### config.mk
export PLATFORM = sky130hd
export DESIGN_NAME = percent_escape_decoder
export DESIGN_NICKNAME = d
export VERILOG_FILES = /design/src/rtl/core/ped_pkg.sv /design/src/rtl/core/ped_front.sv /design/src/rtl/core/ped_queue.sv /design/src/rtl/core/ped_back.sv /design/src/rtl/core/percent_escape_decoder.sv
export SDC_FILE = /design/constraint.sdc
export NUM_CORES = 1
export LEC_CHECK = 0
export BUFFER_PORTS_ARGS = -buffer_cell sky130_fd_sc_hd__clkbuf_2
export CORE_MARGIN = 5
export CORE_UTILIZATION = 55
export DETAILED_ROUTE_END_ITERATION = 8
export GPL_TIMING_DRIVEN = 0
export PLACE_DENSITY = 0.76
export SYNTH_ARGS = -nofsm -noshare
export SYNTH_HDL_FRONTEND = slang
export SYNTH_SLANG_ARGS = --single-unit
export TNS_END_PERCENT = 1
### constraint.sdc
create_clock -name i_clk -period 5.91 [get_ports i_clk]
set_clock_uncertainty 0.2 [all_clocks]
set_input_delay 0.591 -clock i_clk [delete_from_list [all_inputs] [get_ports i_clk]]
set_output_delay 0.591 -clock i_clk [all_outputs]
set_load 0.1 [all_outputs]
### src/rtl/core/ped_pkg.sv
`timescale 1ns / 1ps

package ped_pkg;

    localparam int unsigned QUEUE_DEPTH = 4;

    localparam logic [7:0] PCT_SIGN = 8'h25;

    typedef struct packed {
        logic [7:0] in_byte;
        logic       in_last;
    } t_in_item;

    typedef struct packed {
        logic [7:0] out_byte;
        logic       out_last;
    } t_out_item;

    // Up to three literal or decoded bytes; last applies to the final one.
    typedef struct packed {
        logic [1:0]      n;
        logic [2:0][7:0] bytes;
        logic            last;
    } t_cmd;

    typedef struct packed {
        logic full;
        logic empty;
    } t_queue_status;

    typedef enum logic [2:0] {
        PH_IDLE  = 3'b001,
        PH_PCT   = 3'b010,
        PH_DIGIT = 3'b100
    } t_phase;

    function automatic logic is_hex(input logic [7:0] c);
        is_hex = (c >= 8'h30 && c <= 8'h39) || (c >= 8'h61 && c <= 8'h66) ||
                 (c >= 8'h41 && c <= 8'h46);
    endfunction

    function automatic logic [3:0] hex_nibble(input logic [7:0] c);
        logic [7:0] d;
        if (c >= 8'h30 && c <= 8'h39) begin
            d = c - 8'h30;
        end else if (c >= 8'h61 && c <= 8'h66) begin
            d = c - 8'h57;
        end else begin
            d = c - 8'h37;
        end
        hex_nibble = d[3:0];
    endfunction

endpackage

### src/rtl/core/ped_front.sv
`timescale 1ns / 1ps

module ped_front (
    input  logic                  i_clk,
    input  logic                  i_rst_n,
    input  logic                  i_in_valid,
    input  ped_pkg::t_in_item     i_in,
    output logic                  o_in_stall,
    input  ped_pkg::t_queue_status i_status,
    output logic                  o_push,
    output ped_pkg::t_cmd         o_cmd
);
    import ped_pkg::*;

    t_phase     r_phase, n_phase;
    logic [7:0] r_held, n_held;
    logic       accept;
    logic [7:0] b;
    logic       last;
    t_cmd       cmd;

    assign o_in_stall = i_status.full;
    assign accept     = i_in_valid && !i_status.full;
    assign b          = i_in.in_byte;
    assign last       = i_in.in_last;

    always_comb begin
        n_phase   = r_phase;
        n_held    = r_held;
        cmd.n     = 2'd0;
        cmd.bytes = '0;
        cmd.last  = last;
        unique case (r_phase)
            PH_PCT: begin
                if (is_hex(b)) begin
                    if (last) begin
                        cmd.n        = 2'd2;
                        cmd.bytes[0] = PCT_SIGN;
                        cmd.bytes[1] = b;
                        n_phase      = PH_IDLE;
                    end else begin
                        n_held  = b;
                        n_phase = PH_DIGIT;
                    end
                end else begin
                    cmd.bytes[0] = PCT_SIGN;
                    if (b == PCT_SIGN && !last) begin
                        cmd.n   = 2'd1;
                        n_phase = PH_PCT;
                    end else begin
                        cmd.n        = 2'd2;
                        cmd.bytes[1] = b;
                        n_phase      = PH_IDLE;
                    end
                end
            end
            PH_DIGIT: begin
                if (is_hex(b)) begin
                    cmd.n        = 2'd1;
                    cmd.bytes[0] = {hex_nibble(r_held), hex_nibble(b)};
                    n_phase      = PH_IDLE;
                end else begin
                    cmd.bytes[0] = PCT_SIGN;
                    cmd.bytes[1] = r_held;
                    if (b == PCT_SIGN && !last) begin
                        cmd.n   = 2'd2;
                        n_phase = PH_PCT;
                    end else begin
                        cmd.n        = 2'd3;
                        cmd.bytes[2] = b;
                        n_phase      = PH_IDLE;
                    end
                end
            end
            default: begin
                if (b == PCT_SIGN && !last) begin
                    n_phase = PH_PCT;
                end else begin
                    cmd.n        = 2'd1;
                    cmd.bytes[0] = b;
                    n_phase      = PH_IDLE;
                end
            end
        endcase
        if (last) begin
            n_phase = PH_IDLE;
            n_held  = 8'h00;
        end
    end

    assign o_push = accept && (cmd.n != 2'd0);
    assign o_cmd  = cmd;

    always_ff @(posedge i_clk) begin
        if (!i_rst_n) begin
            r_phase <= PH_IDLE;
            r_held  <= 8'h00;
        end else if (accept) begin
            r_phase <= n_phase;
            r_held  <= n_held;
        end
    end

`ifndef SYNTHESIS
    a_push_on_accept: assert property (@(posedge i_clk) disable iff (!i_rst_n)
        o_push |-> accept)
        else $error("push without transfer");
    a_last_emits: assert property (@(posedge i_clk) disable iff (!i_rst_n)
        (accept && last) |-> o_push)
        else $error("final byte produced no result");
    a_last_clears: assert property (@(posedge i_clk) disable iff (!i_rst_n)
        (accept && last) |=> (r_phase == PH_IDLE && r_held == 8'h00))
        else $error("state not cleared after final byte");
    a_hold_idle: assert property (@(posedge i_clk) disable iff (!i_rst_n)
        (accept && r_phase == PH_IDLE && b != PCT_SIGN) |-> (o_push && cmd.n == 2'd1))
        else $error("plain byte not passed through");
`endif

endmodule

### src/rtl/core/ped_queue.sv
`timescale 1ns / 1ps

module ped_queue #(
    parameter int unsigned DEPTH = ped_pkg::QUEUE_DEPTH
) (
    input  logic                   i_clk,
    input  logic                   i_rst_n,
    input  logic                   i_push,
    input  ped_pkg::t_cmd          i_cmd,
    input  logic                   i_pop,
    output ped_pkg::t_cmd          o_head,
    output ped_pkg::t_queue_status o_status
);
    import ped_pkg::*;

    localparam int unsigned AW = (DEPTH > 1) ? $clog2(DEPTH) : 1;
    localparam int unsigned CW = $clog2(DEPTH + 1);

    t_cmd          r_mem [DEPTH];
    logic [AW-1:0] r_wp, n_wp;
    logic [AW-1:0] r_rp, n_rp;
    logic [CW-1:0] r_cnt, n_cnt;
    logic          do_push;
    logic          do_pop;

    assign o_status.full  = (r_cnt == CW'(DEPTH));
    assign o_status.empty = (r_cnt == '0);
    assign do_push        = i_push && !o_status.full;
    assign do_pop         = i_pop && !o_status.empty;
    assign o_head         = r_mem[r_rp];

    always_comb begin
        n_wp  = r_wp;
        n_rp  = r_rp;
        n_cnt = r_cnt;
        if (do_push) begin
            n_wp = (r_wp == AW'(DEPTH - 1)) ? '0 : r_wp + 1'b1;
        end
        if (do_pop) begin
            n_rp = (r_rp == AW'(DEPTH - 1)) ? '0 : r_rp + 1'b1;
        end
        if (do_push && !do_pop) begin
            n_cnt = r_cnt + 1'b1;
        end else if (do_pop && !do_push) begin
            n_cnt = r_cnt - 1'b1;
        end
    end

    always_ff @(posedge i_clk) begin
        if (do_push) begin
            r_mem[r_wp] <= i_cmd;
        end
    end

    always_ff @(posedge i_clk) begin
        if (!i_rst_n) begin
            r_wp  <= '0;
            r_rp  <= '0;
            r_cnt <= '0;
        end else begin
            r_wp  <= n_wp;
            r_rp  <= n_rp;
            r_cnt <= n_cnt;
        end
    end

`ifndef SYNTHESIS
    a_no_overflow: assert property (@(posedge i_clk) disable iff (!i_rst_n)
        r_cnt <= CW'(DEPTH))
        else $error("queue count out of range");
    a_no_drop: assert property (@(posedge i_clk) disable iff (!i_rst_n)
        i_push |-> !o_status.full)
        else $error("push into full queue");
    a_no_underflow: assert property (@(posedge i_clk) disable iff (!i_rst_n)
        i_pop |-> !o_status.empty)
        else $error("pop from empty queue");
`endif

endmodule

### src/rtl/core/ped_back.sv
`timescale 1ns / 1ps

module ped_back (
    input  logic                   i_clk,
    input  logic                   i_rst_n,
    input  ped_pkg::t_cmd          i_head,
    input  ped_pkg::t_queue_status i_status,
    output logic                   o_pop,
    output logic                   o_out_valid,
    output ped_pkg::t_out_item     o_out,
    input  logic                   i_out_stall
);
    import ped_pkg::*;

    t_cmd       r_cmd;
    logic [1:0] r_idx;
    logic       r_busy;
    logic       r_ov;
    t_out_item  r_out;
    logic       slot_free;
    logic       cur_final;
    logic       head_final;

    assign slot_free   = !r_ov || !i_out_stall;
    assign cur_final   = (r_idx == r_cmd.n - 2'd1);
    assign head_final  = (i_head.n == 2'd1);
    assign o_pop       = slot_free && !r_busy && !i_status.empty;
    assign o_out_valid = r_ov;
    assign o_out       = r_out;

    always_ff @(posedge i_clk) begin
        if (!i_rst_n) begin
            r_busy <= 1'b0;
            r_ov   <= 1'b0;
            r_idx  <= 2'd0;
        end else if (slot_free) begin
            if (r_busy) begin
                r_ov <= 1'b1;
                if (cur_final) begin
                    r_busy <= 1'b0;
                end else begin
                    r_idx <= r_idx + 2'd1;
                end
            end else if (!i_status.empty) begin
                r_ov <= 1'b1;
                if (!head_final) begin
                    r_busy <= 1'b1;
                    r_idx  <= 2'd1;
                end
            end else begin
                r_ov <= 1'b0;
            end
        end
    end

    always_ff @(posedge i_clk) begin
        if (slot_free) begin
            if (r_busy) begin
                r_out.out_byte <= r_cmd.bytes[r_idx];
                r_out.out_last <= cur_final && r_cmd.last;
            end else if (!i_status.empty) begin
                r_out.out_byte <= i_head.bytes[0];
                r_out.out_last <= head_final && i_head.last;
                r_cmd          <= i_head;
            end
        end
    end

`ifndef SYNTHESIS
    a_idx_range: assert property (@(posedge i_clk) disable iff (!i_rst_n)
        r_busy |-> (r_idx != 2'd0 && r_idx < r_cmd.n))
        else $error("byte index out of range");
    a_busy_fed: assert property (@(posedge i_clk) disable iff (!i_rst_n)
        $rose(r_busy) |-> r_ov)
        else $error("record started without a result");
    a_no_pop_busy: assert property (@(posedge i_clk) disable iff (!i_rst_n)
        r_busy |-> !o_pop)
        else $error("pop while record in progress");
`endif

endmodule

### src/rtl/core/percent_escape_decoder.sv
`timescale 1ns / 1ps

// Streaming URL percent decoder. One raw URI byte is taken per cycle unless
// the input is stalled; decoded bytes leave at one per cycle through a
// registered output while it is not stalled. A '%' and its first hex digit
// are held in the front stage until the escape resolves; a malformed or
// cut-off escape produces up to three bytes for one input, which a command
// queue of QDEPTH entries absorbs while the output drains them one per cycle.
// Input is stalled only when that queue is full, so the sustained rate is one
// byte per cycle whenever each input yields at most one output and the output
// is not stalled. A result is registered in the queue, then in the output.
module percent_escape_decoder #(
    parameter int unsigned QDEPTH = ped_pkg::QUEUE_DEPTH
) (
    input  logic               i_clk,
    input  logic               i_rst_n,
    input  logic               i_in_valid,
    input  ped_pkg::t_in_item  i_in,
    output logic               o_in_stall,
    output logic               o_out_valid,
    output ped_pkg::t_out_item o_out,
    input  logic               i_out_stall
);
    import ped_pkg::*;

    logic          push;
    logic          pop;
    t_cmd          cmd;
    t_cmd          head;
    t_queue_status status;

    ped_front u_front (
        .i_clk      (i_clk),
        .i_rst_n    (i_rst_n),
        .i_in_valid (i_in_valid),
        .i_in       (i_in),
        .o_in_stall (o_in_stall),
        .i_status   (status),
        .o_push     (push),
        .o_cmd      (cmd)
    );

    ped_queue #(
        .DEPTH (QDEPTH)
    ) u_queue (
        .i_clk    (i_clk),
        .i_rst_n  (i_rst_n),
        .i_push   (push),
        .i_cmd    (cmd),
        .i_pop    (pop),
        .o_head   (head),
        .o_status (status)
    );

    ped_back u_back (
        .i_clk       (i_clk),
        .i_rst_n     (i_rst_n),
        .i_head      (head),
        .i_status    (status),
        .o_pop       (pop),
        .o_out_valid (o_out_valid),
        .o_out       (o_out),
        .i_out_stall (i_out_stall)
    );

endmodule

## After elaboration in Yosys (flattened, before gate mapping)

Memories as Yosys holds them, arrays and structs flattened. A register that Yosys moved wholly into a read port is not among the register bits.
Cells that the tools add are included.

| word-level totals | value |
|---|---|
| input port bits | 13 |
| output and inout port bits | 11 |
| bits in registers | 58 |
| memory bits (writable) | 108 |
| memories | 1 |
| word-level logic and storage cells | 137 |

| operators by class | value |
|---|---|
| bitwise gates (word level) | 2 |
| reduce and logical (&&, ||, !) cells | 36 |
| muxes and demuxes | 49 |
| $add $sub $neg | 12 |
| magnitude comparators | 11 |
| eq/ne operators | 11 |

Memories:

| name | words | bits a word | rd ports | clocked after memory_dff | wr ports | line | source |
|---|---|---|---|---|---|---|---|
| u_queue.r_mem | 4 | 27 | 1 | 1 | 1 | ped_queue.sv:19 | `t_cmd r_mem [DEPTH];` |

Operator list:

| operator | number |
|---|---|
| 2-to-1 mux 8 bit | 7 |
| 2-to-1 mux 16 bit | 3 |
| one-hot mux 8 bit (2 select lines) | 2 |
| 2-to-1 mux 2 bit | 13 |
| greater-or-equal comparator 8 x 7 -> 1 bit (second input constant) | 3 |
| <= comparator 8 x 7 -> 1 bit (second input constant) | 3 |
| 2-to-1 mux 9 bit | 2 |
| binary-select mux 8 bit (select 2 bit) | 1 |
| greater-or-equal comparator 8 x 6 -> 1 bit (second input constant) | 2 |
| <= comparator 8 x 6 -> 1 bit (second input constant) | 2 |
| logical AND 1 bit | 16 |
| 2-to-1 mux 4 bit | 4 |
| subtractor 4 x 3 -> 4 bit (second input constant) | 4 |
| 2-to-1 mux 3 bit | 5 |
| 2-to-1 mux 1 bit | 10 |
| == test 8 x 6 -> 1 bit (second input constant) | 1 |
| zero test 1 bit | 8 |
| nonzero test 2 bit | 4 |
| subtractor 4 x 1 -> 4 bit (second input constant) | 2 |
| adder 2 x 1 -> 2 bit (second input constant) | 3 |
| == test 3 bit (second input constant) | 2 |
| one-hot mux 3 bit (2 select lines) | 1 |
| AND reduction 3 bit | 2 |
| == test 2 bit (second input constant) | 2 |
| other kinds (15) | 19 |

## Logic depth before layout (Yosys ltp)

| depth | value |
|---|---|
| depth in word-level cells | 13 |
| depth in mapped cells | 12 |
| depth with buffers taken out | 12 |

## By module

From an unflattened synthesis, not the netlist that was laid out.

| unflattened totals | value |
|---|---|
| cells, all modules | 440 |
| area, all modules | 7154.4 sq um |

Modules (own cells, without submodules):

| module | sequential area each (sq um) | area each (sq um) | instances | cells each |
|---|---|---|---|---|
| ped_queue | 3423.3 | 4424.2 | 1 | 192 |
| ped_back | 1161.1 | 1624.1 | 1 | 110 |
| ped_front | 220.2 | 1106.1 | 1 | 138 |

## Worst setup path before layout

No wires, ideal clock.

| timing | value |
|---|---|
| path type | reg-to-reg |
| from | register u_back.r_ov, in the netlist u_back.o_out_valid |
| to | register u_queue.r_cnt[2] |
| required time | 5.640 ns |
| setup slack | 1.222 ns |
| arrival time | 4.418 ns |
| library setup time | 0.070 ns |
| clock period less this slack | 4.688 ns |
| buffers on the path | 0 |
| stages on the path, launching flop included | 10 |
| path through | dfxtp_1 > and2_1 > nor3_1 > inv_1 > ha_1 > inv_1 > fa_1 > xor2_1 > or3_1 > a21oi_1 |

| between the ends | value |
|---|---|
| word-level cells in the longest chain between the ends | 8 |
| elaborated cells between the ends (all ways) | 10 |
| those cells by class | mux (1); reduce/logical (9) |

Ends and longest elaborated chain:

| element | line | source |
|---|---|---|
| from (decl) | ped_back.sv:18 | `logic r_ov;` |
| from (signal assigned) | ped_back.sv:34 | `r_ov <= 1'b0;` |
| from (signal assigned) | ped_back.sv:38 | `r_ov <= 1'b1;` |
| from (signal assigned) | ped_back.sv:45 | `r_ov <= 1'b1;` |
| zero test 1 bit * | ped_back.sv:24 | `assign slot_free = !r_ov \|\| !i_out_stall;` |
| logical OR 1 bit * | ped_back.sv:24 |  |
| logical AND 1 bit * (2 in a row) | ped_back.sv:27 | `assign o_pop = slot_free && !r_busy && !i_status.empty;` |
| logical AND 1 bit * | ped_queue.sv:29 | `assign do_pop = i_pop && !o_status.empty;` |
| zero test 1 bit | ped_queue.sv:42 | `if (do_push && !do_pop) begin` |
| logical AND 1 bit | ped_queue.sv:42 |  |
| 2-to-1 mux 3 bit / nonzero test 2 bit (equally long branches) | n/a |  |
| to (signal assigned) | ped_queue.sv:63 | `r_cnt <= n_cnt;` |
| to (decl) | ped_queue.sv:22 | `logic [CW-1:0] r_cnt, n_cnt;` |

Every way passes the cells marked *; elsewhere a longest branch is shown, timed or not.
A chain may end at the register's enable or synchronous reset.

## Worst setup path in the final report

| timing | value |
|---|---|
| from | input port i_in[2] in the netlist's numbering |
| to | memory u_queue.r_mem[2][14] in the netlist's numbering, enable pin |

| between the ends | value |
|---|---|
| word-level cells in the longest chain between the ends | 11 |
| elaborated cells between the ends (all ways) | 24 |
| those cells by class | order compare (6); eq/ne (1); mux (8); reduce/logical (9) |

Ends and longest elaborated chain:

| element | line | source |
|---|---|---|
| from (decl) | percent_escape_decoder.sv:18 | `input ped_pkg::t_in_item i_in,` |
| greater-or-equal comparator 8 x 6 -> 1 bit (tied with other cells) | ped_pkg.sv:38 | `is_hex = (c >= 8'h30 && c <= 8'h39) \|\| (c >= 8'h61 && c <= 8'h66) \|\|` |
| logical AND 1 bit | ped_pkg.sv:38 |  |
| logical OR 1 bit (2 in a row) | ped_pkg.sv:38 |  |
| 2-to-1 mux 2 bit, on equally long branches | ped_front.sv:58, ped_front.sv:35 |  |
| one-hot mux 2 bit (2 select lines) * | ped_front.sv:33 | `unique case (r_phase)` |
| nonzero test 2 bit * | ped_front.sv:91 | `assign o_push = accept && (cmd.n != 2'd0);` |
| logical AND 1 bit * | ped_front.sv:91 |  |
| logical AND 1 bit * | ped_queue.sv:28 | `assign do_push = i_push && !o_status.full;` |
| 2-to-1 mux 1 bit * | ped_queue.sv:50 | `if (do_push) begin` |
| 2-to-1 mux 1 bit (not written as such) * | ped_queue.sv:51 | `r_mem[r_wp] <= i_cmd;` |
| to (decl) | ped_queue.sv:19 |  |

Marked as above.

==> results.yml <==
clock_network:
  root_buffer: "clkbuf_16"
  cts_buffers: 17
  htreeDepth: 4
  cts_resized: 0
  worstSkewPairLatency_ns: 0.42
  cts.clk_slew.worst_paths_ns: 0.06
  post_cts_buffers: 0
  hold_buffers: 0
  cts_max_path_buffers: 2
  cts_sinks: 168
  cts_tree: "yes"
worst_setup_path:
  ff2ff_setup_slack_ns: 2.52
  worst_ep_required_time_ns: 5.73
  arrival_ns: 3.40
  critPathCaptureType: "flop"
  r2r_end: "u_queue.r_mem[2][14]"
  r2r_start: "u_front.r_phase[1]"
  startpoint_type: "input port"
  worstPathMaxFanout: 27
  r2r_cells: 5
  critical_path.startpoint: "i_in[2]"
  critPathKind: "input port to flop"
sta:
  period_share_pct: 60.4
  period_minus_slack_ns: 3.57
  relSlewSlack_pct: 9.03
  hold_viol: 0
  timing.fmax_mhz: 280
  fin_ws_ns: 2.34
  timing.hold.ws_ns: 0.252
  rsz0062_at_grt: "false"
  setup_tns_ns: 0
  tightest_slew_ns: 1.36
  setup_viol_count_final: 0
  drv_slew: 0
placed_design:
  dpl.cell_count: 649
  gp_congestion: 0.860
  hpwl_um: 9220
  place_area_um2: 7460
  io_buffers: 21
  place_ws_ns: 1.86
floorplanning:
  coreArea_um2: 12700
  die_y_um: 124
  ios: 24
  dieArea_um2: 15300
  initial_core_util_pct: 56.1
  die_w_um: 124
  num_rows: 41
synthesis:
  yosys_warnings: 0
  yosysTopAreaCellShare_pct: 60.8
  synth_area_leaders: "edfxtp_1, mux4_2, dfxtp_1"
  synth_cells: 454
  synth-edff-count: 144
  synth_cell_type_count: 59
  synth-async-reset-ratio_pct: 0
  synth_flop_cell: "edfxtp_1"
  ys_seq_elements: 168
  synth_most_common_cell: "edfxtp_1"
  yosys.area.top_type: "edfxtp_1"
  netlist_top_cells_count: "edfxtp_1, mux4_2, a21oi_1"
  synth_fp_nets: 482
  netlist_area_um2: 7110
  avgSynthCellArea_um2: 15.7
  ys_seq_area_share_pct: 67.5
final_layout:
  area_growth_syn_to_layout_pct: 13.8
  diodes: 0
  layout-drive-gt1-share_pct: 19.6
  final_area_um2: 8100
  final_nets: 524
  final_util_pct: 63.9
  fin_cells: 681
power:
  total_power_mw: 3.96
  power_density_nw_per_um2: 489
  leakagePower_nw: 2.79
  vdd_ir_drop_max_mv: 0.253
route:
  finalWirelength_um: 14100
  firstDrtPassIters: 5
  drt_iter0_markers: 381
  via_per_inst: 5.90
  wire_per_inst_um: 20.8
  antenna_left: 0
  drc_errors: 0
  dr_total_vias: 4019
min_path:
  worstHoldStart: "i_in[4]"
  hold_depth: 2
  hold_end: "u_front.r_held[3]"
  hold_class: "input port to flop"
global_route:
  antenna_found_initial: 0
  grt_overflow: 0
  first_global_vias: 4072
  grt_use_total_pct: 20.3
  grt_pass1_wl_um: 22600
  grt_max_degree: 28
flow_run:
  cap_violations: 0
run_status:
  status: "completed"
registers in the layout, summed over array words and instances (netlist names), named ones only:
| register | count |
|---|---|
| u_queue.r_mem | 108 |
| u_back.r_cmd | 27 |
| u_back.o_out | 9 |
| u_front.r_held | 8 |
| u_front.r_phase | 3 |
| u_queue.r_cnt | 3 |
| u_back.r_idx | 2 |
| u_queue.r_rp | 2 |
| u_queue.r_wp | 2 |
| u_back.o_out_valid | 1 |
| u_back.r_busy | 1 |
cells by family (layout without fill, tap and decap cells):
group	after synthesis	in the layout	share of synthesized area (%)
DFF	168	168	67.5
and+or+nand+nor	104	104	8.37
AOI/OAI and AO/OA	83	83	7.79
muxes	40	40	10.4
buffers and inverters	35	90	2.04
adders and majority gates	15	15	2.74
xor gates and xnor gates	9	9	1.11
metal layers:
metal	part of all wire (%)	routed length, um	vias up	GRT usage [%]
li1	-	-	1869	-
met1	42	5950	1979	27.5
met2	50	7130	147	32.9
met3	6.0	852	24	4.86
met4	1.5	212	0	6.30
met5	0	0	-	0
critical path, cell delays in order:
cell and delay, ns:
clkbuf_2 0.22, inv_1 0.14, ha_1 0.24, or4b_4 0.50
and4_4 0.20, o221ai_1 0.33, and3_1 1.14
layout make-up:
cell class	instances	area (um^2)
buffer	20	88.8
clock buffer	19	433
clock inverter	13	200
fill	906	4570
inverter	15	56.3
multi-input combinational	251	2170
sequential	168	4800
tap	172	215
timing repair buffer	23	128
report_power, final:
part,internal (mW),switching (mW)
logic,0.344,0.746
registers,1.60,0.0822
clock network,0.748,0.444
layout by cell type, fill, tap and decap left out, types with 3 or more instances in the layout:
cell / synthesis / layout
a22o_1: 6 / 6
buf_2: 5 / 5
and2_1: 6 / 6
edfxtp_1: 144 / 144
buf_6: 1 / 3
ha_1: 14 / 14
o22ai_1: 3 / 3
xor2_1: 3 / 3
inv_1: 15 / 15
nor3b_1: 5 / 5
nor2b_1: 5 / 5
nand4_1: 3 / 3
mux4_2: 27 / 27
nor2_1: 19 / 19
a21o_1: 3 / 3
mux2i_1: 12 / 12
dfxtp_1: 24 / 24
xnor2_1: 6 / 6
o21ai_0: 21 / 21
nor3_1: 10 / 9
a32o_1: 8 / 8
bufinv_16: 0 / 5
o211ai_1: 3 / 3
clkbuf_2: 0 / 21
nand3_1: 6 / 6
clkbuf_1: 12 / 14
a21oi_1: 25 / 25
clkbuf_16: 0 / 17
and3_2: 0 / 3
nand2_1: 24 / 24
worst max-delay path by stage:
stage	endpoint	slack (ns)	cells past startpoint
2_1_floorplan	u_queue.r_cnt[2]	1.22	9
3_3_place_gp	u_queue.r_cnt[2]	0.39	10
3_5_place_dp	u_queue.r_mem[2][14]	1.86	7
4_1_cts	u_queue.r_mem[2][14]	2.30	7
5_1_grt	u_queue.r_mem[2][11]	2.17	7
6_report	u_queue.r_mem[2][14]	2.34	7
No activity file was read; power rests on OpenSTA's default activity.
